### src/rtl/crsm_pkg.sv
// Shared types and constants for the contiguous ring space manager.
// Used by the controller, the datapath and the top level; no dependencies.
`timescale 1ns / 1ps
`default_nettype none
package crsm_pkg;

	// field widths
	localparam int LEN_W    = 13;
	localparam int OFF_W    = 12;
	localparam int POS_W    = 13;
	localparam int NEED_W   = 14;
	localparam int MARK_W   = 7;
	localparam int LOST_W   = 32;
	localparam int MSG_W    = 16;
	localparam int CFG_W    = 13;
	localparam int CIDX_W   = 1;

	// reset values and limits
	localparam int DEPTH_DEF  = 4096;
	localparam int CAP_RESET  = 4096;
	localparam int MARK_RESET = 32;
	localparam int MARK_MAX   = 64;

	// result kinds
	localparam logic [1:0] RK_WRITE = 2'd0;
	localparam logic [1:0] RK_MARK  = 2'd1;
	localparam logic [1:0] RK_READ  = 2'd2;
	localparam logic [1:0] RK_NONE  = 2'd3;

	// request kinds
	localparam logic KIND_APPEND = 1'b0;
	localparam logic KIND_READ   = 1'b1;

	// register indexes
	localparam logic [CIDX_W-1:0] REG_CAPACITY = 1'd0;
	localparam logic [CIDX_W-1:0] REG_MARKER   = 1'd1;

	typedef struct packed {
		logic             kind;
		logic [LEN_W-1:0] length;
		logic             reserve_extra;
	} req_t;

	typedef struct packed {
		logic [1:0]        result_kind;
		logic [OFF_W-1:0]  offset;
		logic [LEN_W-1:0]  seg_length;
		logic [LOST_W-1:0] lost_byte_count;
		logic [LEN_W-1:0]  fill_level;
		logic              last;
	} res_t;

	// datapath operations
	typedef enum logic [2:0] {
		OP_IDLE,
		OP_EMPTY,
		OP_MARK,
		OP_APPEND,
		OP_READ
	} op_t;

	// controller to datapath
	typedef struct packed {
		logic load;
		op_t  op;
		logic slot;
		logic sel;
		logic last;
	} cmd_t;

	// datapath to controller
	typedef struct packed {
		logic len_zero;
		logic is_read;
		logic fill_zero;
		logic lost_nz;
		logic mark_fits;
		logic two_seg;
	} sts_t;

endpackage
`default_nettype wire

### src/rtl/crsm_ctrl.sv
// Sequencer for the ring space manager: accepts one item, steps the datapath
// through marker, append or read, then presents one or two results. Uses crsm_pkg.
`timescale 1ns / 1ps
`default_nettype none
module crsm_ctrl (
	input  wire logic          clk,
	input  wire logic          arst_n,
	input  wire logic          in_valid,
	output logic               in_ready,
	output logic               out_valid,
	input  wire logic          out_ready,
	input  wire crsm_pkg::sts_t sts,
	output crsm_pkg::cmd_t     cmd
);

	typedef enum logic [2:0] {
		ST_IDLE,
		ST_DECIDE,
		ST_APPEND,
		ST_OUT0,
		ST_OUT1
	} state_t;

	state_t state_q;
	logic   in_ready_q;
	logic   out_valid_q;
	logic   sel_q;
	logic   last_q;
	logic   one_res;
	crsm_pkg::op_t op;
	logic   slot;

	// operation for this cycle
	always_comb begin
		op      = crsm_pkg::OP_IDLE;
		slot    = 1'b0;
		one_res = 1'b1;
		unique case (state_q)
			ST_DECIDE: begin
				if (sts.len_zero || (sts.is_read && sts.fill_zero)) begin
					op = crsm_pkg::OP_EMPTY;
				end else if (sts.is_read) begin
					op      = crsm_pkg::OP_READ;
					one_res = !sts.two_seg;
				end else if (sts.lost_nz) begin
					op      = crsm_pkg::OP_MARK;
					one_res = !sts.mark_fits;
				end else begin
					op = crsm_pkg::OP_APPEND;
				end
			end
			ST_APPEND: begin
				op   = crsm_pkg::OP_APPEND;
				slot = 1'b1;
			end
			default: begin
				op = crsm_pkg::OP_IDLE;
			end
		endcase
	end

	assign cmd.load  = in_valid && in_ready_q;
	assign cmd.op    = op;
	assign cmd.slot  = slot;
	assign cmd.sel   = sel_q;
	assign cmd.last  = last_q;
	assign in_ready  = in_ready_q;
	assign out_valid = out_valid_q;

	// state and handshake registers
	always_ff @(posedge clk or negedge arst_n) begin
		if (!arst_n) begin
			state_q     <= ST_IDLE;
			in_ready_q  <= 1'b1;
			out_valid_q <= 1'b0;
			sel_q       <= 1'b0;
			last_q      <= 1'b0;
		end else begin
			unique case (state_q)
				ST_IDLE: begin
					if (in_valid && in_ready_q) begin
						in_ready_q <= 1'b0;
						state_q    <= ST_DECIDE;
					end
				end
				ST_DECIDE: begin
					if (op == crsm_pkg::OP_MARK && !one_res) begin
						state_q <= ST_APPEND;
					end else begin
						out_valid_q <= 1'b1;
						sel_q       <= 1'b0;
						last_q      <= one_res;
						state_q     <= ST_OUT0;
					end
				end
				ST_APPEND: begin
					out_valid_q <= 1'b1;
					sel_q       <= 1'b0;
					last_q      <= 1'b0;
					state_q     <= ST_OUT0;
				end
				ST_OUT0: begin
					if (out_ready) begin
						if (last_q) begin
							out_valid_q <= 1'b0;
							in_ready_q  <= 1'b1;
							state_q     <= ST_IDLE;
						end else begin
							sel_q   <= 1'b1;
							last_q  <= 1'b1;
							state_q <= ST_OUT1;
						end
					end
				end
				ST_OUT1: begin
					if (out_ready) begin
						out_valid_q <= 1'b0;
						in_ready_q  <= 1'b1;
						state_q     <= ST_IDLE;
					end
				end
				default: begin
					state_q <= ST_IDLE;
				end
			endcase
		end
	end

endmodule
`default_nettype wire

### src/rtl/crsm_dpath.sv
// Pointer datapath: ring positions, fill, lost counters, configuration and
// the two result slots. Driven by crsm_ctrl commands; uses crsm_pkg.
`timescale 1ns / 1ps
`default_nettype none
module crsm_dpath #(
	parameter int DEPTH = crsm_pkg::DEPTH_DEF
) (
	input  wire logic                        clk,
	input  wire logic                        arst_n,
	input  wire logic                        cfg_we,
	input  wire logic [crsm_pkg::CIDX_W-1:0] cfg_index,
	input  wire logic [crsm_pkg::CFG_W-1:0]  cfg_data,
	input  wire crsm_pkg::req_t              in_item,
	input  wire crsm_pkg::cmd_t              cmd,
	output crsm_pkg::sts_t                   sts,
	output crsm_pkg::res_t                   out_item
);

	localparam int PW = crsm_pkg::POS_W;
	localparam int NW = crsm_pkg::NEED_W;
	localparam int LW = crsm_pkg::LEN_W;
	localparam int CAP_INIT = (crsm_pkg::CAP_RESET < DEPTH) ? crsm_pkg::CAP_RESET : DEPTH;

	// state
	logic [PW-1:0]               wp_q, rp_q, ve_q;
	logic [LW-1:0]               fill_q;
	logic [crsm_pkg::LOST_W-1:0] lost_q;
	logic [crsm_pkg::MSG_W-1:0]  msgs_q;
	logic [PW-1:0]               cap_q;
	logic [crsm_pkg::MARK_W-1:0] mark_q;
	crsm_pkg::req_t              req_q;
	logic [1:0]                  rkind_q [2];
	logic [PW-1:0]               roff_q  [2];
	logic [LW-1:0]               rlen_q  [2];

	// space search
	logic [NW-1:0] need;
	logic [PW-1:0] room_end;
	logic          fit_ok;
	logic [PW-1:0] fit_pos;

	always_comb begin
		if (lost_q != '0) begin
			need = NW'(req_q.length) + NW'(mark_q) + NW'(1);
		end else begin
			need = NW'(req_q.length) + NW'(req_q.reserve_extra);
		end
		room_end = cap_q - wp_q;
		fit_ok   = 1'b0;
		fit_pos  = wp_q;
		if (wp_q == rp_q) begin
			fit_ok = (fill_q == '0) && (NW'(cap_q) >= need);
		end else if (wp_q > rp_q) begin
			if (NW'(room_end) >= need) begin
				fit_ok = 1'b1;
			end else if (NW'(rp_q) >= need) begin
				fit_ok  = 1'b1;
				fit_pos = '0;
			end
		end else begin
			fit_ok = NW'(rp_q - wp_q) >= need;
		end
	end

	// commit of the granted run
	logic [LW-1:0] n_commit;
	logic          wrap_now;
	logic [PW-1:0] wp_a, ve_a, ve_c, wp_c;
	logic [NW-1:0] wp_b;
	logic [LW-1:0] fill_c;

	always_comb begin
		n_commit = (cmd.op == crsm_pkg::OP_MARK) ? LW'(mark_q) : req_q.length;
		wrap_now = (fit_pos == '0) && (wp_q != '0);
		wp_a     = wrap_now ? '0 : wp_q;
		ve_a     = wrap_now ? (wp_q - PW'(1)) : ve_q;
		wp_b     = NW'(wp_a) + NW'(n_commit);
		fill_c   = fill_q + n_commit;
		ve_c     = ve_a;
		if ((wp_b != '0) && (NW'(ve_a) < (wp_b - NW'(1)))) begin
			ve_c = PW'(wp_b - NW'(1));
		end
		wp_c = (wp_b >= NW'(cap_q)) ? '0 : PW'(wp_b);
	end

	// saturating loss count
	logic [crsm_pkg::LOST_W:0]   loss_sum;
	logic [crsm_pkg::LOST_W-1:0] lost_add;
	logic [crsm_pkg::MSG_W-1:0]  msgs_add;

	always_comb begin
		loss_sum = {1'b0, lost_q} + (crsm_pkg::LOST_W + 1)'(req_q.length);
		lost_add = loss_sum[crsm_pkg::LOST_W] ? '1 : loss_sum[crsm_pkg::LOST_W-1:0];
		msgs_add = (msgs_q == '1) ? msgs_q : msgs_q + 1'b1;
	end

	// read segments
	logic [LW-1:0] size;
	logic [NW-1:0] ve_p1, first, rp_a;
	logic          first_neg, two_seg;
	logic [LW-1:0] seg1;
	logic [PW-1:0] rp_r, wp_r, ve_r;
	logic [LW-1:0] fill_r;

	always_comb begin
		size      = (fill_q < req_q.length) ? fill_q : req_q.length;
		ve_p1     = NW'(ve_q) + NW'(1);
		first_neg = ve_p1 < NW'(rp_q);
		first     = ve_p1 - NW'(rp_q);
		two_seg   = (wp_q <= rp_q) && !first_neg && (first < NW'(size));
		seg1      = size - LW'(first);
		if (two_seg) begin
			rp_a = NW'(seg1);
		end else begin
			rp_a = NW'(rp_q) + NW'(size);
			if ((rp_a == ve_p1) && (rp_a != NW'(wp_q))) begin
				rp_a = '0;
			end
		end
		fill_r = fill_q - size;
		ve_r   = (rp_a < NW'(wp_q)) ? (wp_q - PW'(1)) : ve_q;
		rp_r   = PW'(rp_a);
		wp_r   = wp_q;
		if (rp_a == NW'(wp_q)) begin
			rp_r = '0;
			wp_r = '0;
			ve_r = '0;
		end
	end

	// status to the controller
	assign sts.len_zero  = (req_q.length == '0);
	assign sts.is_read   = (req_q.kind == crsm_pkg::KIND_READ);
	assign sts.fill_zero = (fill_q == '0);
	assign sts.lost_nz   = (lost_q != '0);
	assign sts.mark_fits = fit_ok;
	assign sts.two_seg   = two_seg;

	// configuration clamps
	logic [PW-1:0]               cap_clamp;
	logic [crsm_pkg::MARK_W-1:0] mark_clamp;

	always_comb begin
		if (cfg_data == '0) begin
			cap_clamp = PW'(1);
		end else if (32'(cfg_data) > 32'(DEPTH)) begin
			cap_clamp = PW'(DEPTH);
		end else begin
			cap_clamp = PW'(cfg_data);
		end
		if (cfg_data[crsm_pkg::MARK_W-1:0] == '0) begin
			mark_clamp = crsm_pkg::MARK_W'(1);
		end else if (cfg_data[crsm_pkg::MARK_W-1:0] > crsm_pkg::MARK_W'(crsm_pkg::MARK_MAX)) begin
			mark_clamp = crsm_pkg::MARK_W'(crsm_pkg::MARK_MAX);
		end else begin
			mark_clamp = cfg_data[crsm_pkg::MARK_W-1:0];
		end
	end

	// control state: pointers, counters, configuration
	always_ff @(posedge clk or negedge arst_n) begin
		if (!arst_n) begin
			wp_q   <= '0;
			rp_q   <= '0;
			ve_q   <= '0;
			fill_q <= '0;
			lost_q <= '0;
			msgs_q <= '0;
			cap_q  <= PW'(CAP_INIT);
			mark_q <= crsm_pkg::MARK_W'(crsm_pkg::MARK_RESET);
		end else if (cfg_we) begin
			unique case (cfg_index)
				crsm_pkg::REG_CAPACITY: begin
					cap_q  <= cap_clamp;
					wp_q   <= '0;
					rp_q   <= '0;
					ve_q   <= '0;
					fill_q <= '0;
				end
				crsm_pkg::REG_MARKER: begin
					mark_q <= mark_clamp;
				end
				default: begin
					mark_q <= mark_q;
				end
			endcase
		end else begin
			case (cmd.op)
				crsm_pkg::OP_MARK, crsm_pkg::OP_APPEND: begin
					if (fit_ok) begin
						wp_q   <= wp_c;
						ve_q   <= ve_c;
						fill_q <= fill_c;
						if (cmd.op == crsm_pkg::OP_MARK) begin
							lost_q <= '0;
							msgs_q <= '0;
						end
					end else begin
						lost_q <= lost_add;
						msgs_q <= msgs_add;
					end
				end
				crsm_pkg::OP_READ: begin
					wp_q   <= wp_r;
					rp_q   <= rp_r;
					ve_q   <= ve_r;
					fill_q <= fill_r;
				end
				default: begin
					fill_q <= fill_q;
				end
			endcase
		end
	end

	// request latch and result slots
	always_ff @(posedge clk) begin
		if (cmd.load) begin
			req_q <= in_item;
		end
		case (cmd.op)
			crsm_pkg::OP_EMPTY: begin
				rkind_q[cmd.slot] <= crsm_pkg::RK_NONE;
				roff_q[cmd.slot]  <= '0;
				rlen_q[cmd.slot]  <= '0;
			end
			crsm_pkg::OP_MARK, crsm_pkg::OP_APPEND: begin
				if (fit_ok) begin
					rkind_q[cmd.slot] <= (cmd.op == crsm_pkg::OP_MARK) ?
						crsm_pkg::RK_MARK : crsm_pkg::RK_WRITE;
					roff_q[cmd.slot]  <= fit_pos;
					rlen_q[cmd.slot]  <= n_commit;
				end else begin
					rkind_q[cmd.slot] <= crsm_pkg::RK_NONE;
					roff_q[cmd.slot]  <= '0;
					rlen_q[cmd.slot]  <= '0;
				end
			end
			crsm_pkg::OP_READ: begin
				rkind_q[0] <= crsm_pkg::RK_READ;
				roff_q[0]  <= rp_q;
				rlen_q[0]  <= two_seg ? LW'(first) : size;
				rkind_q[1] <= crsm_pkg::RK_READ;
				roff_q[1]  <= '0;
				rlen_q[1]  <= seg1;
			end
			default: begin
				// slots hold while results are shown
			end
		endcase
	end

	// result item: slot fields plus state after the whole step
	assign out_item.result_kind     = rkind_q[cmd.sel];
	assign out_item.offset          = roff_q[cmd.sel][crsm_pkg::OFF_W-1:0];
	assign out_item.seg_length      = rlen_q[cmd.sel];
	assign out_item.lost_byte_count = lost_q;
	assign out_item.fill_level      = fill_q;
	assign out_item.last            = cmd.last;

endmodule
`default_nettype wire

### src/rtl/contiguous_ring_space_manager.sv
// Contiguous ring space manager: grants unsplit append runs, lost-report
// markers and one or two read segments. Items are handled one at a time:
// accept, a decide state (plus an append state after a granted marker), then
// one or two result states, which wait while the result side stalls. Reset
// clears pointers, fill and lost counters at once; capacity resets to 4096
// (or DEPTH if smaller) and marker length to 32.
`timescale 1ns / 1ps
`default_nettype none
module contiguous_ring_space_manager #(
	parameter int DEPTH = crsm_pkg::DEPTH_DEF
) (
	input  wire logic                        clk,
	input  wire logic                        arst_n,
	input  wire logic                        cfg_we,
	input  wire logic [crsm_pkg::CIDX_W-1:0] cfg_index,
	input  wire logic [crsm_pkg::CFG_W-1:0]  cfg_data,
	input  wire logic                        in_valid,
	output logic                             in_ready,
	input  wire crsm_pkg::req_t              in_item,
	output logic                             out_valid,
	input  wire logic                        out_ready,
	output crsm_pkg::res_t                   out_item
);

	crsm_pkg::cmd_t cmd;
	crsm_pkg::sts_t sts;

	// sequencer
	crsm_ctrl u_ctrl (
		.clk       (clk),
		.arst_n    (arst_n),
		.in_valid  (in_valid),
		.in_ready  (in_ready),
		.out_valid (out_valid),
		.out_ready (out_ready),
		.sts       (sts),
		.cmd       (cmd)
	);

	// pointer datapath
	crsm_dpath #(
		.DEPTH (DEPTH)
	) u_dpath (
		.clk       (clk),
		.arst_n    (arst_n),
		.cfg_we    (cfg_we),
		.cfg_index (cfg_index),
		.cfg_data  (cfg_data),
		.in_item   (in_item),
		.cmd       (cmd),
		.sts       (sts),
		.out_item  (out_item)
	);

`ifndef SYNTH
	// one item at a time: never ready while a result is shown
	a_excl: assert property (@(posedge clk) disable iff (!arst_n)
		!(in_ready && out_valid))
		else $error("in_ready and out_valid both high");

	// after the final result is taken the block is ready again
	a_ready: assert property (@(posedge clk) disable iff (!arst_n)
		(out_valid && out_ready && out_item.last) |=> in_ready)
		else $error("not ready after final result");

	// a marker grant is always followed by a second result
	a_mark: assert property (@(posedge clk) disable iff (!arst_n)
		(out_valid && out_item.result_kind == crsm_pkg::RK_MARK) |-> !out_item.last)
		else $error("marker grant flagged last");

	// refusals carry no segment
	a_none: assert property (@(posedge clk) disable iff (!arst_n)
		(out_valid && out_item.result_kind == crsm_pkg::RK_NONE) |->
		(out_item.seg_length == '0 && out_item.offset == '0))
		else $error("refusal with nonzero segment");
`endif

endmodule
`default_nettype wire

### config.mk
export PLATFORM = sky130hd
export DESIGN_NAME = contiguous_ring_space_manager
export DESIGN_NICKNAME = d
export VERILOG_FILES = /design/src/rtl/crsm_pkg.sv /design/src/rtl/crsm_ctrl.sv /design/src/rtl/crsm_dpath.sv /design/src/rtl/contiguous_ring_space_manager.sv
export SDC_FILE = /design/constraint.sdc
export NUM_CORES = 1
export LEC_CHECK = 0
export ABC_AREA = 1
export BUFFER_PORTS_ARGS = -buffer_cell sky130_fd_sc_hd__buf_4
export CAP_MARGIN = 20
export CORE_ASPECT_RATIO = 0.7
export CORE_MARGIN = 8
export CORE_UTILIZATION = 40
export DETAILED_ROUTE_END_ITERATION = 6
export PLACE_DENSITY = 0.67
export SYNTH_ARGS = -nofsm -noshare
export SYNTH_HDL_FRONTEND = slang
export SYNTH_SLANG_ARGS = --single-unit
### constraint.sdc
create_clock -name clk -period 14.6 [get_ports clk]
set_input_delay 0.73 -clock clk [delete_from_list [all_inputs] [get_ports clk]]
set_output_delay 0.73 -clock clk [all_outputs]
set_load 0.005 [all_outputs]
==> impl_metrics.yaml <==
synthesis:
  async_flop_share: 0.617
  synth_edf_count: 53
  synth_seq_area_share: 0.254
  syn-num-nets: 2830
  ys_seq_elements: 180
  yosys_warnings: 0
  synthFlopType: "dfrtp_1"
  synthCells: 2558
  syn_area_um2: 18400
  syn_avg_cell_area_um2: 7.21
  ys_types: 70
placement:
  hpwl_um: 58800
  place_ws_ns: 5.76
  place_area_um2: 19900
  gp_congestion: 1.03
  portBuffers: 108
routing:
  drc: 0
  first_pass_iters: 6
  routed_via_density: 5.73
  drtIter0Drc: 2382
  dr_total_vias: 18700
  wl_per_cell_um: 22.3
  drtAntennaViolNets: 0
  drt_wl_total_um: 72600
clock_tree:
  post_cts_buffers: 0
  htree_levels: 4
  cts_tree: "yes"
  cts-buffers-inserted: 17
  clk_latency_ns: 0.48
  clkTransAtPathRegs_ns: 0.08
  cts_buffer_depth: 2
  clock-root-buffer: "clkbuf_16"
  cts-resized-gates: 0
  cts.sinks: 180
  hold_buffers: 0
sta:
  final.setup.tns_ns: 0
  maxSlewViolCount: 0
  period_share: 0.624
  worstMarginPinSlew_ns: 1.10
  fin_crit_ns: 9.10
  fin_ws_ns: 5.50
  setup-violations-final: 0
  grt_setup_unrepaired: "false"
  hold_viol_final: 0
  fmax_ghz: 0.110
  slew_headroom: 0.259
  skew_ns: 0.0177
die:
  die-area_um2: 53300
  die_h_um: 196
  core-area_um2: 45300
  rows: 65
  start_util: 0.407
  num_io_pins: 109
  die_w_um: 273
cells_and_area:
  fin_nets: 2914
  drive_above_1_share: 0.103
  final_area_um2: 20500
  final_util: 0.452
  syn2layout_area_growth_pct: 11.1
worst_setup_path:
  critical_path.most_common_cell: "nand2_1"
  critPathArrivalTime_ns: 9.48
  crit_slowest_cell: "a32oi_1"
  slowest_delay_ns: 0.54
  critPathLaunchType: "register"
  cp-startpoint: "u_dpath.req_q[1]"
  crit_required_ns: 14.98
  crit_path_max_fanout: 26
  end_kind: "register"
  rr_startpoint: "u_dpath.req_q[1]"
  path_class: "register to register"
grt:
  grt_pass1_wl_um: 109000
  grt-ovfl-total: 0
  antenna_found_initial: 5
  grt_max_degree: 68
  grt_pass1_vias: 17500
  gr-usage-all-layers: 0.266
run:
  cap_violations: 0
run_status:
  status: "completed"
min_path:
  min_path_type: "primary input to asynchronous set/reset pin"
==> layout by cell type, fill, tap and decap left out, types with 18 or more instances in the layout <==
cell,Yosys,final
nand2_1,454,453
inv_1,375,375
ha_1,229,229
a21oi_1,221,221
o21ai_0,204,204
nor2_1,187,187
buf_4,7,129
nand3_1,123,123
xor2_1,112,112
dfrtp_1,108,108
edfxtp_1,53,53
nand4_1,39,39
o22ai_1,39,39
o21ai_1,27,27
nor3_1,26,26
xnor2_1,23,23
o21bai_1,18,18
==> per-layer routing <==
| metal | vias up | global-route usage | share of wire |
|---|---|---|---|
| met3 | 95 | 0.0957 | 0.13 |
| met5 | - | 0.0338 | 0.0037 |
| li1 | 8804 | - | - |
| met4 | 8 | 0.0589 | 0.019 |
| met2 | 968 | 0.357 | 0.39 |
| met1 | 8808 | 0.395 | 0.46 |
==> sequential cells by signal, indices dropped and copies added (netlist names) <==
name and flops:
u_dpath.fill_q 13, u_ctrl.in_ready 1, u_dpath.mark_q 7, u_dpath.lost_q 32, u_dpath.sts 1, u_dpath.roff_q 24
u_dpath.wp_q 13, u_dpath.cap_q 13, u_ctrl.state_q 3, u_dpath.req_q 14, u_dpath.rkind_q 4, u_ctrl.out_valid 1
u_dpath.rlen_q 26, u_ctrl.sel_q 1, u_dpath.ve_q 13, u_dpath.rp_q 13, u_ctrl.last_q 1
==> path summary, 6_finish.rpt <==
kind                            depth (start not counted)  slack [ns]                    end
worst max-delay path                                   50        5.50        u_dpath.ve_q[5]
worst max register to register                         50        5.50        u_dpath.ve_q[5]
max in group asynchronous                               2       12.90       u_dpath.wp_q[11]
worst min-delay path                                    1        0.38      u_dpath.lost_q[8]
worst min register to register                          2        0.48  u_dpath.rkind_q[1][0]
min in group clk                                        1        0.42         u_dpath.sts[4]
==> synth_stat cells (all sizes together), types with 16 or more instances <==
master,number,area (um2)
o21bai,18,135
nor2,196,778
o21ai,236,1200
xor2,114,1010
nor3,39,267
nor4,18,119
nand4,39,244
inv,394,1480
edfxtp,53,1590
buf,22,144
nand3,130,693
nand2,468,1810
a31oi,18,119
a21oi,230,1180
ha,229,2870
dfxtp,16,320
dfrtp,108,2700
xnor2,23,201
o22ai,39,244
clkbuf,43,163
==> critical path, delay by kind of cell, from the launching register on <==
family / cells / cell delay (ns)
adder cells (fa/ha/maj): 6 / 1.79
AO/OA/AOI/OAI: 7 / 1.60
buffers and inverters: 8 / 0.82
AND/OR/NAND/NOR: 28 / 3.78
flip-flops: 1 / 0.52
XOR/XNOR: 1 / 0.48
==> through the flow <==
stage	hold slack, ns	cells
final	0.384	3260
after global routing	0.404	3259
after CTS	0.409	3257
after detailed placement	0.465	3225
after global placement	0.448	3224
after floorplan	0.428	2558
==> kinds of logic (layout without fill, tap and decap cells) <==
group                    Yosys count  after routing  share of synthesized area
AO/OA/AOI/OAI                    607            607                      0.186
XOR/XNOR                         137            137                     0.0659
adder cells (fa/ha/maj)          238            238                      0.165
buffers and inverters            461            558                     0.0975
flip-flops                       180            180                      0.254
multiplexers                      14             14                    0.00848
other                              0              2                          0
AND/OR/NAND/NOR                  921            921                      0.223
==> cell type report <==
type                       instances  area [um2]
multi-input combinational       1917       12000
clock inverter                    14         154
fill                            4561       24800
tap                              603         754
sequential                       180        4690
timing repair buffer             130         983
clock buffer                      18         429
antenna                            2        5.00
inverter                         396        1490
Power is left out: the tool's default activity adds up to more than one toggle a clock period on the data nets, which glitch-free logic cannot reach.
